### config.mk
export PLATFORM = sky130hd
export DESIGN_NAME = unit_graph_min_cut_top_flat
export DESIGN_NICKNAME = d
export VERILOG_FILES = /design/src/hdl/ugmc_pkg.sv /design/src/hdl/ugmc_if.sv /design/src/hdl/unit_graph_min_cut_top.sv /design/src/hdl/ugmc_ctrl.sv /design/src/hdl/ugmc_datapath.sv /design/src/flat_wrapper.sv
export SDC_FILE = /design/constraint.sdc
export NUM_CORES = 1
export LEC_CHECK = 0
export BUFFER_PORTS_ARGS = -buffer_cell sky130_fd_sc_hd__buf_2
export CAP_MARGIN = 20
export CORE_MARGIN = 2
export CORE_UTILIZATION = 45
export DETAILED_ROUTE_END_ITERATION = 12
export PLACE_DENSITY = 0.58
export SLEW_MARGIN = 15
export SYNTH_ARGS = -nofsm -noshare
export SYNTH_HDL_FRONTEND = slang
export SYNTH_SLANG_ARGS = --single-unit
### constraint.sdc
create_clock -name clk -period 10.76 [get_ports clk]
set_input_delay 2.152 -clock clk [delete_from_list [all_inputs] [get_ports clk]]
set_output_delay 2.152 -clock clk [all_outputs]
set_load 0.05 [all_outputs]
### src/hdl/ugmc_pkg.sv
`timescale 1ns / 1ps
// Shared types and constants for the unit-capacity min cut block.
// No dependencies; every other file imports this package.
package ugmc_pkg;

  localparam int NODE_W        = 5;
  localparam int FLOW_W        = 6;
  localparam int DEF_MAX_NODES = 16;
  localparam int DEF_MAX_EDGES = 32;

  localparam logic [NODE_W-1:0] NODE_COUNT_RESET = NODE_W'(16);

  localparam logic OP_ADD    = 1'b0;
  localparam logic OP_SOLVE  = 1'b1;
  localparam logic KIND_FLOW = 1'b0;
  localparam logic KIND_CUT  = 1'b1;

  // controller to datapath
  typedef struct packed {
    logic add_edge;
    logic bfs_init;
    logic bfs_pop;
    logic bfs_step;
    logic aug_init;
    logic aug_step;
    logic emit_init;
    logic emit_step;
    logic finish;
  } ugmc_cmd_t;

  // datapath to controller
  typedef struct packed {
    logic queue_empty;
    logic found;
    logic scan_last;
    logic at_source;
    logic emit_end;
    logic can_push;
  } ugmc_status_t;

endpackage

### src/hdl/ugmc_if.sv
`timescale 1ns / 1ps
// Channel interfaces: edge/solve input, result output, node count write.
// Depends on ugmc_pkg.
interface ugmc_in_if import ugmc_pkg::*; ();
  logic              valid;
  logic              ready;
  logic              operation;
  logic [NODE_W-1:0] node_a;
  logic [NODE_W-1:0] node_b;
  modport source (output valid, operation, node_a, node_b, input ready);
  modport sink   (input valid, operation, node_a, node_b, output ready);
endinterface

interface ugmc_out_if import ugmc_pkg::*; ();
  logic              valid;
  logic              ready;
  logic              kind;
  logic [FLOW_W-1:0] flow_value;
  logic [NODE_W-1:0] cut_from;
  logic [NODE_W-1:0] cut_to;
  logic              last;
  modport source (output valid, kind, flow_value, cut_from, cut_to, last, input ready);
  modport sink   (input valid, kind, flow_value, cut_from, cut_to, last, output ready);
endinterface

interface ugmc_cfg_if import ugmc_pkg::*; ();
  logic              valid;
  logic              ready;
  logic [NODE_W-1:0] node_count;
  modport source (output valid, node_count, input ready);
  modport sink   (input valid, node_count, output ready);
endinterface

### src/hdl/unit_graph_min_cut_top.sv
`timescale 1ns / 1ps
// Top level of the unit-capacity min cut block: controller plus datapath.
// Depends on ugmc_pkg, ugmc_if, ugmc_ctrl and ugmc_datapath.
//
//  Channel  Direction  Carries
//  in_ch    sink       operation, node_a, node_b (add edge or solve)
//  out_ch   source     kind, flow_value, cut_from, cut_to, last
//  cfg      sink       node_count write, always ready
//
// Edge loads are accepted back to back while the block is idle.
// A solve repeats a breadth-first search, one stored edge examined per cycle
// through the single edge-list read port, and walks each augmenting path back
// to the source. Result emission scans each reached node against every edge,
// one pair per cycle, stalling while the output register is full. Synchronous
// reset clears the edge list, flows and output valid and sets node_count to
// 16. No input is taken during a solve.
module unit_graph_min_cut_top import ugmc_pkg::*; #(
  parameter int MAX_NODES = DEF_MAX_NODES,
  parameter int MAX_EDGES = DEF_MAX_EDGES
) (
  input logic        clk,
  input logic        rst,
  ugmc_in_if.sink    in_ch,
  ugmc_out_if.source out_ch,
  ugmc_cfg_if.sink   cfg
);

  ugmc_cmd_t    cmd;
  ugmc_status_t status;

  // configuration writes are taken at any time; the block is idle by contract
  assign cfg.ready = 1'b1;

  ugmc_ctrl u_ctrl (
    .clk      (clk),
    .rst      (rst),
    .in_valid (in_ch.valid),
    .in_op    (in_ch.operation),
    .in_ready (in_ch.ready),
    .status   (status),
    .cmd      (cmd)
  );

  ugmc_datapath #(
    .MAX_NODES (MAX_NODES),
    .MAX_EDGES (MAX_EDGES)
  ) u_datapath (
    .clk            (clk),
    .rst            (rst),
    .cmd            (cmd),
    .status         (status),
    .in_node_a      (in_ch.node_a),
    .in_node_b      (in_ch.node_b),
    .cfg_fire       (cfg.valid && cfg.ready),
    .cfg_data       (cfg.node_count),
    .out_valid      (out_ch.valid),
    .out_ready      (out_ch.ready),
    .out_kind       (out_ch.kind),
    .out_flow_value (out_ch.flow_value),
    .out_cut_from   (out_ch.cut_from),
    .out_cut_to     (out_ch.cut_to),
    .out_last       (out_ch.last)
  );

endmodule

### src/hdl/ugmc_ctrl.sv
`timescale 1ns / 1ps
// Sequencer for load, augmenting-path search, path walk and result emission.
// Depends on ugmc_pkg.
module ugmc_ctrl import ugmc_pkg::*; (
  input  logic         clk,
  input  logic         rst,
  input  logic         in_valid,
  input  logic         in_op,
  output logic         in_ready,
  input  ugmc_status_t status,
  output ugmc_cmd_t    cmd
);

  typedef enum logic [3:0] {
    S_IDLE, S_BFS_INIT, S_BFS_POP, S_BFS_SCAN, S_AUG_INIT, S_AUG,
    S_EMIT_INIT, S_EMIT, S_LAST
  } state_t;

  state_t state, state_next;
  logic   in_fire;

  assign in_fire = in_valid && in_ready;

  always_comb begin
    state_next = state;
    cmd        = '0;
    case (state)
      S_IDLE: begin
        cmd.add_edge = in_fire && (in_op == OP_ADD);
        if (in_fire && (in_op == OP_SOLVE)) state_next = S_BFS_INIT;
      end
      S_BFS_INIT: begin
        cmd.bfs_init = 1'b1;
        state_next   = S_BFS_POP;
      end
      S_BFS_POP: begin
        if (status.queue_empty) begin
          state_next = S_EMIT_INIT;
        end else begin
          cmd.bfs_pop = 1'b1;
          state_next  = S_BFS_SCAN;
        end
      end
      S_BFS_SCAN: begin
        cmd.bfs_step = 1'b1;
        if (status.found) state_next = S_AUG_INIT;
        else if (status.scan_last) state_next = S_BFS_POP;
      end
      S_AUG_INIT: begin
        cmd.aug_init = 1'b1;
        state_next   = S_AUG;
      end
      S_AUG: begin
        if (status.at_source) state_next = S_BFS_INIT;
        else cmd.aug_step = 1'b1;
      end
      S_EMIT_INIT: begin
        cmd.emit_init = 1'b1;
        state_next    = S_EMIT;
      end
      S_EMIT: begin
        if (status.emit_end) state_next = S_LAST;
        else cmd.emit_step = status.can_push;
      end
      S_LAST: begin
        if (status.can_push) begin
          cmd.finish = 1'b1;
          state_next = S_IDLE;
        end
      end
      default: state_next = S_IDLE;
    endcase
  end

  always_ff @(posedge clk) begin
    if (rst) begin
      state    <= S_IDLE;
      in_ready <= 1'b1;
    end else begin
      state    <= state_next;
      in_ready <= (state_next == S_IDLE);
    end
  end

endmodule

### src/hdl/ugmc_datapath.sv
`timescale 1ns / 1ps
// Edge list, per-edge flow, search queue, visited set and result registers.
// Depends on ugmc_pkg; driven by ugmc_ctrl.
module ugmc_datapath import ugmc_pkg::*; #(
  parameter int MAX_NODES = DEF_MAX_NODES,
  parameter int MAX_EDGES = DEF_MAX_EDGES
) (
  input  logic              clk,
  input  logic              rst,
  input  ugmc_cmd_t         cmd,
  output ugmc_status_t      status,
  input  logic [NODE_W-1:0] in_node_a,
  input  logic [NODE_W-1:0] in_node_b,
  input  logic              cfg_fire,
  input  logic [NODE_W-1:0] cfg_data,
  output logic              out_valid,
  input  logic              out_ready,
  output logic              out_kind,
  output logic [FLOW_W-1:0] out_flow_value,
  output logic [NODE_W-1:0] out_cut_from,
  output logic [NODE_W-1:0] out_cut_to,
  output logic              out_last
);

  localparam int IDX_W = (MAX_NODES > 1) ? $clog2(MAX_NODES) : 1;
  localparam int Q_W   = $clog2(MAX_NODES + 1);
  localparam int EI_W  = (MAX_EDGES > 1) ? $clog2(MAX_EDGES) : 1;
  localparam int EC_W  = $clog2(MAX_EDGES + 1);

  function automatic logic [IDX_W-1:0] ix(input logic [NODE_W-1:0] v);
    return IDX_W'(v - NODE_W'(1));
  endfunction

  logic [NODE_W-1:0]    node_count;
  logic [NODE_W-1:0]    n_act;
  logic [NODE_W-1:0]    edge_a [MAX_EDGES];
  logic [NODE_W-1:0]    edge_b [MAX_EDGES];
  logic [EC_W-1:0]      edge_total;
  logic [MAX_EDGES-1:0] fpos;
  logic [MAX_EDGES-1:0] fneg;
  logic [MAX_NODES-1:0] visited;
  logic [NODE_W-1:0]    queue [MAX_NODES];
  logic [EI_W-1:0]      parent_edge [MAX_NODES];
  logic [Q_W-1:0]       head, tail;
  logic [NODE_W-1:0]    cur;
  logic [EI_W-1:0]      scan_k;
  logic [FLOW_W-1:0]    flow;
  logic                 emit_done;
  logic                 pend_kind;
  logic [FLOW_W-1:0]    pend_flow;
  logic [NODE_W-1:0]    pend_from, pend_to;

  logic [EI_W-1:0]   rd_k;
  logic [NODE_W-1:0] ea, eb, nb, prev;
  logic              usable, k_ok, side0, touch, vis_nb, res_ok, relax, cut;
  logic              cur_reached, scan_last, can_push, push, add_ok;

  always_comb begin
    if (node_count < NODE_W'(2)) n_act = NODE_W'(2);
    else if (32'(node_count) > MAX_NODES) n_act = NODE_W'(MAX_NODES);
    else n_act = node_count;
  end

  // one edge read a cycle: the parent edge while walking a path, else the scan index
  assign rd_k   = cmd.aug_step ? parent_edge[ix(cur)] : scan_k;
  assign ea     = edge_a[rd_k];
  assign eb     = edge_b[rd_k];
  assign k_ok   = 32'(scan_k) < 32'(edge_total);
  assign usable = (ea != '0) && (ea <= n_act) && (eb != '0) && (eb <= n_act);
  assign side0  = (ea == cur);
  assign nb     = side0 ? eb : ea;
  assign touch  = k_ok && usable && ((ea == cur) || (eb == cur));
  assign vis_nb = visited[ix(nb)];
  assign res_ok = side0 ? !fpos[rd_k] : !fneg[rd_k];
  assign relax  = touch && !vis_nb && res_ok;
  assign cur_reached = visited[ix(cur)];
  assign cut       = touch && !vis_nb && cur_reached;
  assign scan_last = (32'(scan_k) + 32'd1) >= 32'(edge_total);
  assign prev      = (eb == cur) ? ea : eb;
  assign can_push  = !out_valid || out_ready;
  assign push      = (cmd.emit_step && cut) || cmd.finish;
  assign add_ok    = (32'(edge_total) < MAX_EDGES) && (in_node_a != '0) &&
                     (in_node_a <= n_act) && (in_node_b != '0) && (in_node_b <= n_act);

  assign status.queue_empty = (head == tail);
  assign status.found       = relax && (nb == n_act);
  assign status.scan_last   = scan_last;
  assign status.at_source   = (cur == NODE_W'(1));
  assign status.emit_end    = emit_done;
  assign status.can_push    = can_push;

  // control state
  always_ff @(posedge clk) begin
    if (rst) begin
      node_count <= NODE_COUNT_RESET;
      edge_total <= '0;
      fpos       <= '0;
      fneg       <= '0;
      visited    <= '0;
      flow       <= '0;
      out_valid  <= 1'b0;
    end else begin
      if (cfg_fire) node_count <= cfg_data;
      if (cmd.add_edge && add_ok) edge_total <= edge_total + EC_W'(1);
      if (cmd.bfs_init) visited <= MAX_NODES'(1);
      if (cmd.bfs_step && relax) visited[ix(nb)] <= 1'b1;
      if (cmd.aug_init) flow <= flow + FLOW_W'(1);
      if (cmd.aug_step) begin
        if (eb == cur) begin
          if (fneg[rd_k]) fneg[rd_k] <= 1'b0;
          else fpos[rd_k] <= 1'b1;
        end else begin
          if (fpos[rd_k]) fpos[rd_k] <= 1'b0;
          else fneg[rd_k] <= 1'b1;
        end
      end
      if (cmd.finish) begin
        edge_total <= '0;
        fpos       <= '0;
        fneg       <= '0;
        visited    <= '0;
        flow       <= '0;
      end
      if (push) out_valid <= 1'b1;
      else if (out_ready) out_valid <= 1'b0;
    end
  end

  // walk counters and payload
  always_ff @(posedge clk) begin
    if (cmd.add_edge && add_ok) begin
      edge_a[edge_total[EI_W-1:0]] <= in_node_a;
      edge_b[edge_total[EI_W-1:0]] <= in_node_b;
    end
    if (cmd.bfs_init) begin
      queue[0] <= NODE_W'(1);
      head     <= '0;
      tail     <= Q_W'(1);
    end
    if (cmd.bfs_pop) begin
      cur    <= queue[head[IDX_W-1:0]];
      head   <= head + Q_W'(1);
      scan_k <= '0;
    end
    if (cmd.bfs_step) begin
      scan_k <= scan_k + EI_W'(1);
      if (relax) begin
        parent_edge[ix(nb)] <= rd_k;
        if (32'(tail) < MAX_NODES) begin
          queue[tail[IDX_W-1:0]] <= nb;
          tail <= tail + Q_W'(1);
        end
      end
    end
    if (cmd.aug_init) cur <= n_act;
    if (cmd.aug_step) cur <= prev;
    if (cmd.emit_init) begin
      cur       <= NODE_W'(1);
      scan_k    <= '0;
      emit_done <= 1'b0;
      pend_kind <= KIND_FLOW;
      pend_flow <= flow;
      pend_from <= '0;
      pend_to   <= '0;
    end
    if (cmd.emit_step) begin
      if (!cur_reached || scan_last) begin
        scan_k <= '0;
        if (cur == n_act) emit_done <= 1'b1;
        else cur <= cur + NODE_W'(1);
      end else begin
        scan_k <= scan_k + EI_W'(1);
      end
      if (cut) begin
        pend_kind <= KIND_CUT;
        pend_flow <= '0;
        pend_from <= cur;
        pend_to   <= nb;
      end
    end
    if (push) begin
      out_kind       <= pend_kind;
      out_flow_value <= pend_flow;
      out_cut_from   <= pend_from;
      out_cut_to     <= pend_to;
      out_last       <= cmd.finish;
    end
  end

endmodule
### src/flat_wrapper.sv
// flat-port wrapper written by rule: the top's interface ports become plain ports
module unit_graph_min_cut_top_flat import ugmc_pkg::*;
#(
  parameter int MAX_NODES = DEF_MAX_NODES,
  parameter int MAX_EDGES = DEF_MAX_EDGES
)
  (clk, rst, in_ch_valid, in_ch_operation, in_ch_node_a, in_ch_node_b, in_ch_ready, out_ch_valid, out_ch_kind, out_ch_flow_value, out_ch_cut_from, out_ch_cut_to, out_ch_last, out_ch_ready, cfg_valid, cfg_node_count, cfg_ready);
  ugmc_in_if in_ch_i ();
  ugmc_out_if out_ch_i ();
  ugmc_cfg_if cfg_i ();
  input logic clk;
  input logic rst;
  input wire logic [$bits(in_ch_i.valid)-1:0] in_ch_valid;
  input wire logic [$bits(in_ch_i.operation)-1:0] in_ch_operation;
  input wire logic [$bits(in_ch_i.node_a)-1:0] in_ch_node_a;
  input wire logic [$bits(in_ch_i.node_b)-1:0] in_ch_node_b;
  output wire logic [$bits(in_ch_i.ready)-1:0] in_ch_ready;
  output wire logic [$bits(out_ch_i.valid)-1:0] out_ch_valid;
  output wire logic [$bits(out_ch_i.kind)-1:0] out_ch_kind;
  output wire logic [$bits(out_ch_i.flow_value)-1:0] out_ch_flow_value;
  output wire logic [$bits(out_ch_i.cut_from)-1:0] out_ch_cut_from;
  output wire logic [$bits(out_ch_i.cut_to)-1:0] out_ch_cut_to;
  output wire logic [$bits(out_ch_i.last)-1:0] out_ch_last;
  input wire logic [$bits(out_ch_i.ready)-1:0] out_ch_ready;
  input wire logic [$bits(cfg_i.valid)-1:0] cfg_valid;
  input wire logic [$bits(cfg_i.node_count)-1:0] cfg_node_count;
  output wire logic [$bits(cfg_i.ready)-1:0] cfg_ready;
  assign in_ch_i.valid = in_ch_valid;
  assign in_ch_i.operation = in_ch_operation;
  assign in_ch_i.node_a = in_ch_node_a;
  assign in_ch_i.node_b = in_ch_node_b;
  assign in_ch_ready = in_ch_i.ready;
  assign out_ch_valid = out_ch_i.valid;
  assign out_ch_kind = out_ch_i.kind;
  assign out_ch_flow_value = out_ch_i.flow_value;
  assign out_ch_cut_from = out_ch_i.cut_from;
  assign out_ch_cut_to = out_ch_i.cut_to;
  assign out_ch_last = out_ch_i.last;
  assign out_ch_i.ready = out_ch_ready;
  assign cfg_i.valid = cfg_valid;
  assign cfg_i.node_count = cfg_node_count;
  assign cfg_ready = cfg_i.ready;
  unit_graph_min_cut_top #(.MAX_NODES(MAX_NODES), .MAX_EDGES(MAX_EDGES)) u_core (.clk(clk), .rst(rst), .in_ch(in_ch_i), .out_ch(out_ch_i), .cfg(cfg_i));
endmodule
==> results, run 1 <==
- The prevailing post-synth register cell is sky130_fd_sc_hd__edfxtp_1.
- The setup TNS after final layout is 0 ns.
- The maximum level of the CTS H-tree is 3.
- After detailed routing, the number of vias per cell comes to 6.09.
- The total CTS buffers is 72.
- The synthesized instance count is 2,181.
- At the later pin of the worst-skew pair, clock insertion delay measures 0.63 ns.
- The number of synthesized register bits is 643.
- In the final design database the tool counted 2,283 nets.
- 0 antenna diodes ended up in the layout.
- The minimum setup slack after placement is 1.83 ns.
- The post-CTS setup buffer count is 0.
- Buffers inserted to repair hold after CTS numbered 0.
- The count of synthesis-stage warnings from yosys is 0.
- Ranked by total cell area, the synthesized netlist is headed by sky130_fd_sc_hd__edfxtp_1, sky130_fd_sc_hd__dfxtp_1, sky130_fd_sc_hd__mux4_2, sky130_fd_sc_hd__mux2i_1, sky130_fd_sc_hd__nand2_1.
- Summed over all instances, the cell type with the most area after synthesis is sky130_fd_sc_hd__edfxtp_1.
- The post-layout total power is 7280 µW.
- The flow ran to the end, and the final reports show no timing, DRC or antenna violations.
- Leaving out fill and tap cells, the most frequent cells in the layout are sky130_fd_sc_hd__edfxtp_1, sky130_fd_sc_hd__nand2_1, sky130_fd_sc_hd__dfxtp_1, sky130_fd_sc_hd__a21oi_1, sky130_fd_sc_hd__nor2_1.
- The maximum number of pins on one net before global-route repair is 68.
- Subtracting the final worst setup slack from the clock period gives 8.99 ns.
- Across the VDD grid, the largest voltage drop is 152 µV.
- For this run, design rule violations remaining after detail routing come to 0.
- The number of global-route vias before repair is 18.6k.
- The initial antenna violation count is 0.
- After detailed routing, the total wire length is 78,100 µm.
- For this run, the total global-route usage over all layers was measured as 23.6%.
- The final hold violation count is 0.
- The setup-violating endpoint count in the final report is 0.
- In the synthesized netlist the async set-or-reset flop fraction comes to 0%.
- The number of port buffers is 40.
- Setup slack on the critical path of the routed design comes to 1.77 ns.
- The number of non-filler instances in the completed layout is 3,119.
- STA classifies the critical path startpoint as a flop.
- The final worst clock skew is 0.0248 ns.
- The mean area per synthesized cell is 13.2 µm².
- The power density of the placed cells is 226 nW/µm².
- The most common cell after layout, fill and taps aside is sky130_fd_sc_hd__edfxtp_1.
- For this design the top-level I/O count stands at 42.
- The multi-input gate area in the final layout is 9990 µm².
- Of the synthesized area, sequential elements account for 62.4%.
- The floorplan step defined a die boundary enclosing 65,900 µm².
- The cell at the root of the clock tree is sky130_fd_sc_hd__clkbuf_16.
- The signal arrival time at the worst endpoint is 9.22 ns.
- The post-route netlist has 16.6% of its cells at a drive strength greater than 1.
- On the worst path, the slowest cell contributes a delay of 0.96 ns.
- Compared with the post-synthesis result, the final layout area differs by 12.1%.
- The synthesized netlist net count is 2,249.
- The number of library cell types mapped by synthesis is 91.
- The number of max-cap violations is 0.
- TritonCTS built the clock tree.
- The dominant delay contributor by cell family on the critical path is simple AND/OR/NAND/NOR gates.
- The antenna violation net count after detailed routing is 0.
- The final weighted congestion in routability-driven placement is 0.878.
- The biggest fanout along the worst timing path is 65.
- The vertical die dimension is 257 µm.
- In this run, placement finished with an instance count of 2,985.
- The max-slew violation count was 0.
- After global routing the overflow that remains totals 0.
- Once the floorplan was initialized, standard cells occupied 45.6% of the core.
- The count of filler cells inserted in the layout is 5,536.
- The total of cells resized after clock tree synthesis is 0.
- The floorplan row count is 92.
- The slowest stage of the critical path belongs to the cell sky130_fd_sc_hd__nor4b_1.
- The critical path is of the reg -> reg type.
- After floorplanning, the core was sized to cover 63,100 µm².
- The clock transition at the registers of the reported paths is 0.06 ns.
- The mean routed wirelength per cell is 25.1 µm.
- For the pin with the worst max-slew slack, the measured transition is 1.11 ns.
- In this run the horizontal extent of the chip is 257 µm.
- The deepest clock path buffer count is 3.
- The path class of the tightest hold or removal check is reg -> reg.
- The iteration count of the initial detailed-routing pass is 6.
- The CTS sink count is 643.
- The static leakage is 0.0107 µW.
- The sequential cell area is 18,000 µm².
- Dividing the final minimum period by the clock period gives 83.6%.
- Setup repair after global routing left no endpoint under its margin.
- Summed over all nets, the half-perimeter wirelength after detailed placement is 51,300 µm.
- The data required time at the worst endpoint is 10.99 ns.
- The number of DRC markers in iteration 0 is 2,224.
- The cell area that synthesis handed to floorplanning was 28,800 µm².
- Headroom to the max-slew limit came out at 25.0%.
- The vias after detailed routing is 19.0k.
- After synthesis, the largest area contributor takes up 53.0% of total cell area.
- The number of synthesized flops with an enable pin is 508.
- The combined buffer and inverter count along the critical path is 4.
- The maximum operating frequency is 0.111 GHz.
- The worst setup path is captured at a flop.
- The first-pass GRT wire length is 118,000 µm.
report_power, final:
part	total (µW)	internal, µW	switching, µW
Clock	2310	1290	1020
Combinational	2060	760	1300
Sequential	2910	2790	123
synthesized netlist by cell type (39+ instances only):
library cell,n
sky130_fd_sc_hd__clkbuf_1,99
sky130_fd_sc_hd__inv_1,41
sky130_fd_sc_hd__nand3_1,78
sky130_fd_sc_hd__ha_1,47
sky130_fd_sc_hd__nor2_1,101
sky130_fd_sc_hd__edfxtp_1,508
sky130_fd_sc_hd__and3_1,39
sky130_fd_sc_hd__a211oi_1,76
sky130_fd_sc_hd__mux4_2,54
sky130_fd_sc_hd__nand2_1,180
sky130_fd_sc_hd__a21oi_1,114
sky130_fd_sc_hd__mux2i_1,95
sky130_fd_sc_hd__and2_1,55
sky130_fd_sc_hd__dfxtp_1,135
sky130_fd_sc_hd__o21ai_0,72
sky130_fd_sc_hd__a221oi_1,52
cells by family after synthesis:
family / after synthesis / share of synthesized area [%]
mux: 177 / 8.64
flops: 643 / 62.4
other cells: 1 / 0.0130
compound gates: 473 / 11.5
buf+inv: 201 / 3.18
xor+xnor: 41 / 1.27
simple gates: 598 / 10.9
fa+ha+maj: 47 / 2.04
final timing paths:
check | from | end | slack, ns | cells after the start
worst max-delay path | u_core.u_datapath.cur[0] | u_core.u_datapath.queue[5][2] | 1.77 | 26
worst max register to register | u_core.u_datapath.cur[0] | u_core.u_datapath.queue[5][2] | 1.77 | 26
worst min-delay path | u_core.u_datapath.pend_from[4] | u_core.u_datapath.out_cut_from[4] | 0.43 | 0
worst min register to register | u_core.u_datapath.pend_from[4] | u_core.u_datapath.out_cut_from[4] | 0.43 | 0
per-layer routing:
layer	routed length (µm)	part of all wire [%]	GRT usage, %
met5	0	0	0
met4	1470	1.9	5.70
met3	5670	7.3	4.08
met2	35600	46	36.2
met1	35400	45	35.0
layout make-up:
| class | instances | share of cell area, % |
|---|---|---|
| Sequential cell | 643 | 55.7 |
| Multi-Input combinational cell | 1337 | 31.0 |
| Clock buffer | 92 | 6.01 |
| Tap cell | 846 | 3.28 |
| Timing Repair Buffer | 115 | 2.55 |
| Clock inverter | 40 | 0.923 |
| Inverter | 46 | 0.551 |
through the flow:
stage | util, % | hold slack (ns) | area [µm²]
6_report | 51.1 | 0.432 | 32200
5_1_grt | 51.1 | 0.443 | 32200
4_1_cts | 51.1 | 0.432 | 32200
3_5_place_dp | 47.5 | 0.415 | 30000
3_3_place_gp | 47.5 | 0.417 | 29900
2_1_floorplan | - | 0.400 | 28800
Note: power is estimated with default switching activity, not from simulation.
==> run 2: changes to the inputs <==
clock period = 8.45 ns   (was 10.76 ns; I/O delays follow)
==> run 2 against run 1 <==
Largest cell class unchanged; highest routed layer unchanged; clock skew grew 0.019 ns; critical path depth did not move; sequential cell count stayed put.
==> results, run 2 (same netlist as run 1, synthesis figures left out) <==
- The flow ran to the end, and the final reports show no timing, DRC or antenna violations.
- The count of filler cells inserted in the layout is 5,355.
- The max-slew violation count is 0.
- The post-detailed-placement cell area is 30,100 µm².
- The final wirelength is 79,100 µm.
- The cell-internal power is 6350 µW.
- For this design the ratio of total power to cell area is 292 nW/µm².
- The maximum level of the CTS H-tree is 3.
- The maximum number of pins on one net before global-route repair is 81.
- At the pin with the least slew margin, the transition time is 1.13 ns.
- Measured along the y axis, the die boundary spans 257 µm.
- The kind of capture point of the worst setup path is a flop.
- Setup violations remaining at the end of the flow were counted as 0.
- The cts-stage hold buffer count is 0.
- The final weighted congestion in routability-driven placement is 0.911.
- The layout net count is 2,301.
- On the final layout, the worst hold slack is 0.435 ns.
- Once layout is complete, the utilization of the core stands at 51.6%.
- The combinational power share is 28.4%.
- The boundary pin count is 42.
- The class of the tightest hold or removal check is reg -> reg.
- In this run the tool buffered the top-level ports with 40 buffer cells.
- The final hold violation count was 0.
- The horizontal die dimension is 257 µm.
- The minimum period implied by the final worst setup slack is 8.01 ns.
- The part of the power in the clock network is 32.8%.
- In the final layout, flip-flops and latches occupy 18,000 µm².
- At the worst endpoint, the required time is 8.69 ns.
- The net switching power is 3150 µW.
- In this run the remaining antenna-violating nets after routing total 0.
- The maximum operating frequency is 0.125 GHz.
- Leaving out fill and tap cells, the most frequent cell in the layout is sky130_fd_sc_hd__edfxtp_1.
- The leftover overflow at the end of global routing is 0.
- The critical path start-end classification is reg -> reg.
- The full die area is 65,900 µm².
- The critical path launch point type is a flop.
- The HPWL reported at the end of detailed placement is 51,800 µm.
- The number of DRC markers in iteration 0 is 2,051.
- The routed layout has 19.1k vias.
- Of the available clock period, the critical path in the final layout requires 94.8%.
- The biggest fanout along the worst timing path is 80.
- For this run, design rule violations remaining after detail routing come to 0.
- In the global route stage, overall resource usage came out at 23.8%.
- At the worst endpoint, the arrival time is 8.25 ns.
- The number of non-filler instances in the completed layout is 3,137.
- Net switching is 33.2% of the power.
- The number of global-route vias before repair is 18.6k.
- The worst-case IR drop observed on VDD is 212 µV.
- The iteration count of the initial detailed-routing pass is 5.
- The insertion delay of the later-clocked pin in the worst-skew pair is 0.63 ns.
- The initial antenna violation count came to 0.
- The region available for standard cell placement spans 63,100 µm².
- Setup repair after global routing left no endpoint under its margin.
- The final worst clock skew is 0.0439 ns.
- Leaving out fill and tap cells, the most frequent cells in the layout are sky130_fd_sc_hd__edfxtp_1, sky130_fd_sc_hd__nand2_1, sky130_fd_sc_hd__dfxtp_1, sky130_fd_sc_hd__a21oi_1, sky130_fd_sc_hd__nor2_1.
- After floorplanning, the core was divided into 92 placement rows.
- The area growth from synthesis to layout is 13.2%.
- The static leakage is 0.0109 µW.
- For this design, the sink count on the clock tree is 643.
- After detailed routing, the average wire length per cell comes to 25.2 µm.
- After detailed routing, the number of vias per cell comes to 6.09.
- After clock tree synthesis, the clock-pin slew on the worst setup and hold paths is 0.06 ns.
- The multi-input combinational cells in the finished layout cover a total of 10,000 µm².
- The fraction of final layout cells with drive strength greater than 1 is 17.8%.
- The total CTS buffers is 70.
- The final non-filler cell area is 32,600 µm².
- The tool flagged a number of max-cap violations equal to 0.
- The worst pin sits at a relative slew slack of 24.7%.
- Once placement completed, the tool counted placed cells totaling 3,003.
- The clock tree from TritonCTS is done.
- The deepest clock path buffer count is 3.
- The sequential share of power is 38.7%.
- Once the floorplan was initialized, standard cells occupied 45.6% of the core.
- In this design, the stage delay of the slowest critical-path cell is 0.83 ns.
- The setup TNS after final layout is 0 ns.
- CTS placed an instance of sky130_fd_sc_hd__clkbuf_16 at the clock tree root.
- The cell at the slowest stage of the critical path is sky130_fd_sc_hd__nor4_1.
- The first global-routing pass estimated 119,000 µm of wire.
## run 2: changes by cell type in the layout (fill, tap and decap cells not counted), moves of 2 or more
| cell | change |
|---|---|
| sky130_fd_sc_hd__buf_12 | +2 |
| sky130_fd_sc_hd__buf_4 | +20 |
| sky130_fd_sc_hd__buf_6 | -2 |
| sky130_fd_sc_hd__bufinv_16 | +6 |
| sky130_fd_sc_hd__clkbuf_1 | -5 |
| sky130_fd_sc_hd__clkbuf_16 | -2 |
| sky130_fd_sc_hd__clkbuf_2 | +2 |
| sky130_fd_sc_hd__clkinv_1 | -5 |
| sky130_fd_sc_hd__clkinv_2 | -4 |
| sky130_fd_sc_hd__clkinv_8 | +2 |
## run 2: timing repair
item | CTS | global route
buffers inserted | 0 | 0
endpoints found under the setup margin | 0 | 50
resized for setup | 0 | 4
## run 2: power groups by stage
stage	clock network [µW]	registers, µW	logic, µW
CTS	3170	3680	2680
floorplan	0	3660	1850
global route	3300	3690	2890
global placement	0	3740	2630
detailed placement	0	3740	2660
finish	3120	3680	2700
## run 2: path summary, 6_finish.rpt
| check | startpoint | to | slack, ns | cells after the start |
|---|---|---|---|---|
| worst min register to register | u_core.u_datapath.pend_flow[4] | u_core.u_datapath.out_flow_value[4] | 0.44 | 0 |
| worst max register to register | u_core.u_datapath.cur[0] | u_core.u_datapath.queue[11][3] | 0.44 | 26 |
| worst min-delay path | u_core.u_datapath.pend_flow[4] | u_core.u_datapath.out_flow_value[4] | 0.44 | 0 |
| worst max-delay path | u_core.u_datapath.cur[0] | u_core.u_datapath.queue[11][3] | 0.44 | 26 |
## run 2: layer usage
layer  part of all wire [%]  global-route usage [%]  up-vias
met3                    7.6                    3.95      121
met2                     45                    36.7      814
met5                      0                       0        -
met4                    2.0                    6.65        0
li1                       -                       -     8545
met1                     45                    34.9     9613
## run 2: layout make-up
| type | count | area share (%) |
|---|---|---|
| Sequential cell | 643 | 55.1 |
| Multi-Input combinational cell | 1337 | 30.7 |
| Clock buffer | 87 | 5.80 |
| Tap cell | 846 | 3.25 |
| Timing Repair Buffer | 135 | 3.04 |
| Clock inverter | 42 | 1.49 |
| Inverter | 46 | 0.546 |
| Antenna cell | 1 | 0.00768 |
## run 2: through the flow
step                total power, µW  worst slack [ns]
finish                         9500             0.441
global route                   9880            0.0379
CTS                            9520             0.306
detailed placement             6400             0.323
global placement               6370             0.561
floorplan                      5510             0.845
## run 2: worst max-delay path: cells and delay by family (launching register included)
family / cells / cell delay, ns
flops: 1 / 0.47
simple gates: 7 / 2.34
mux: 2 / 0.61
buf+inv: 4 / 0.98
fa+ha+maj: 2 / 0.80
compound gates: 11 / 2.27
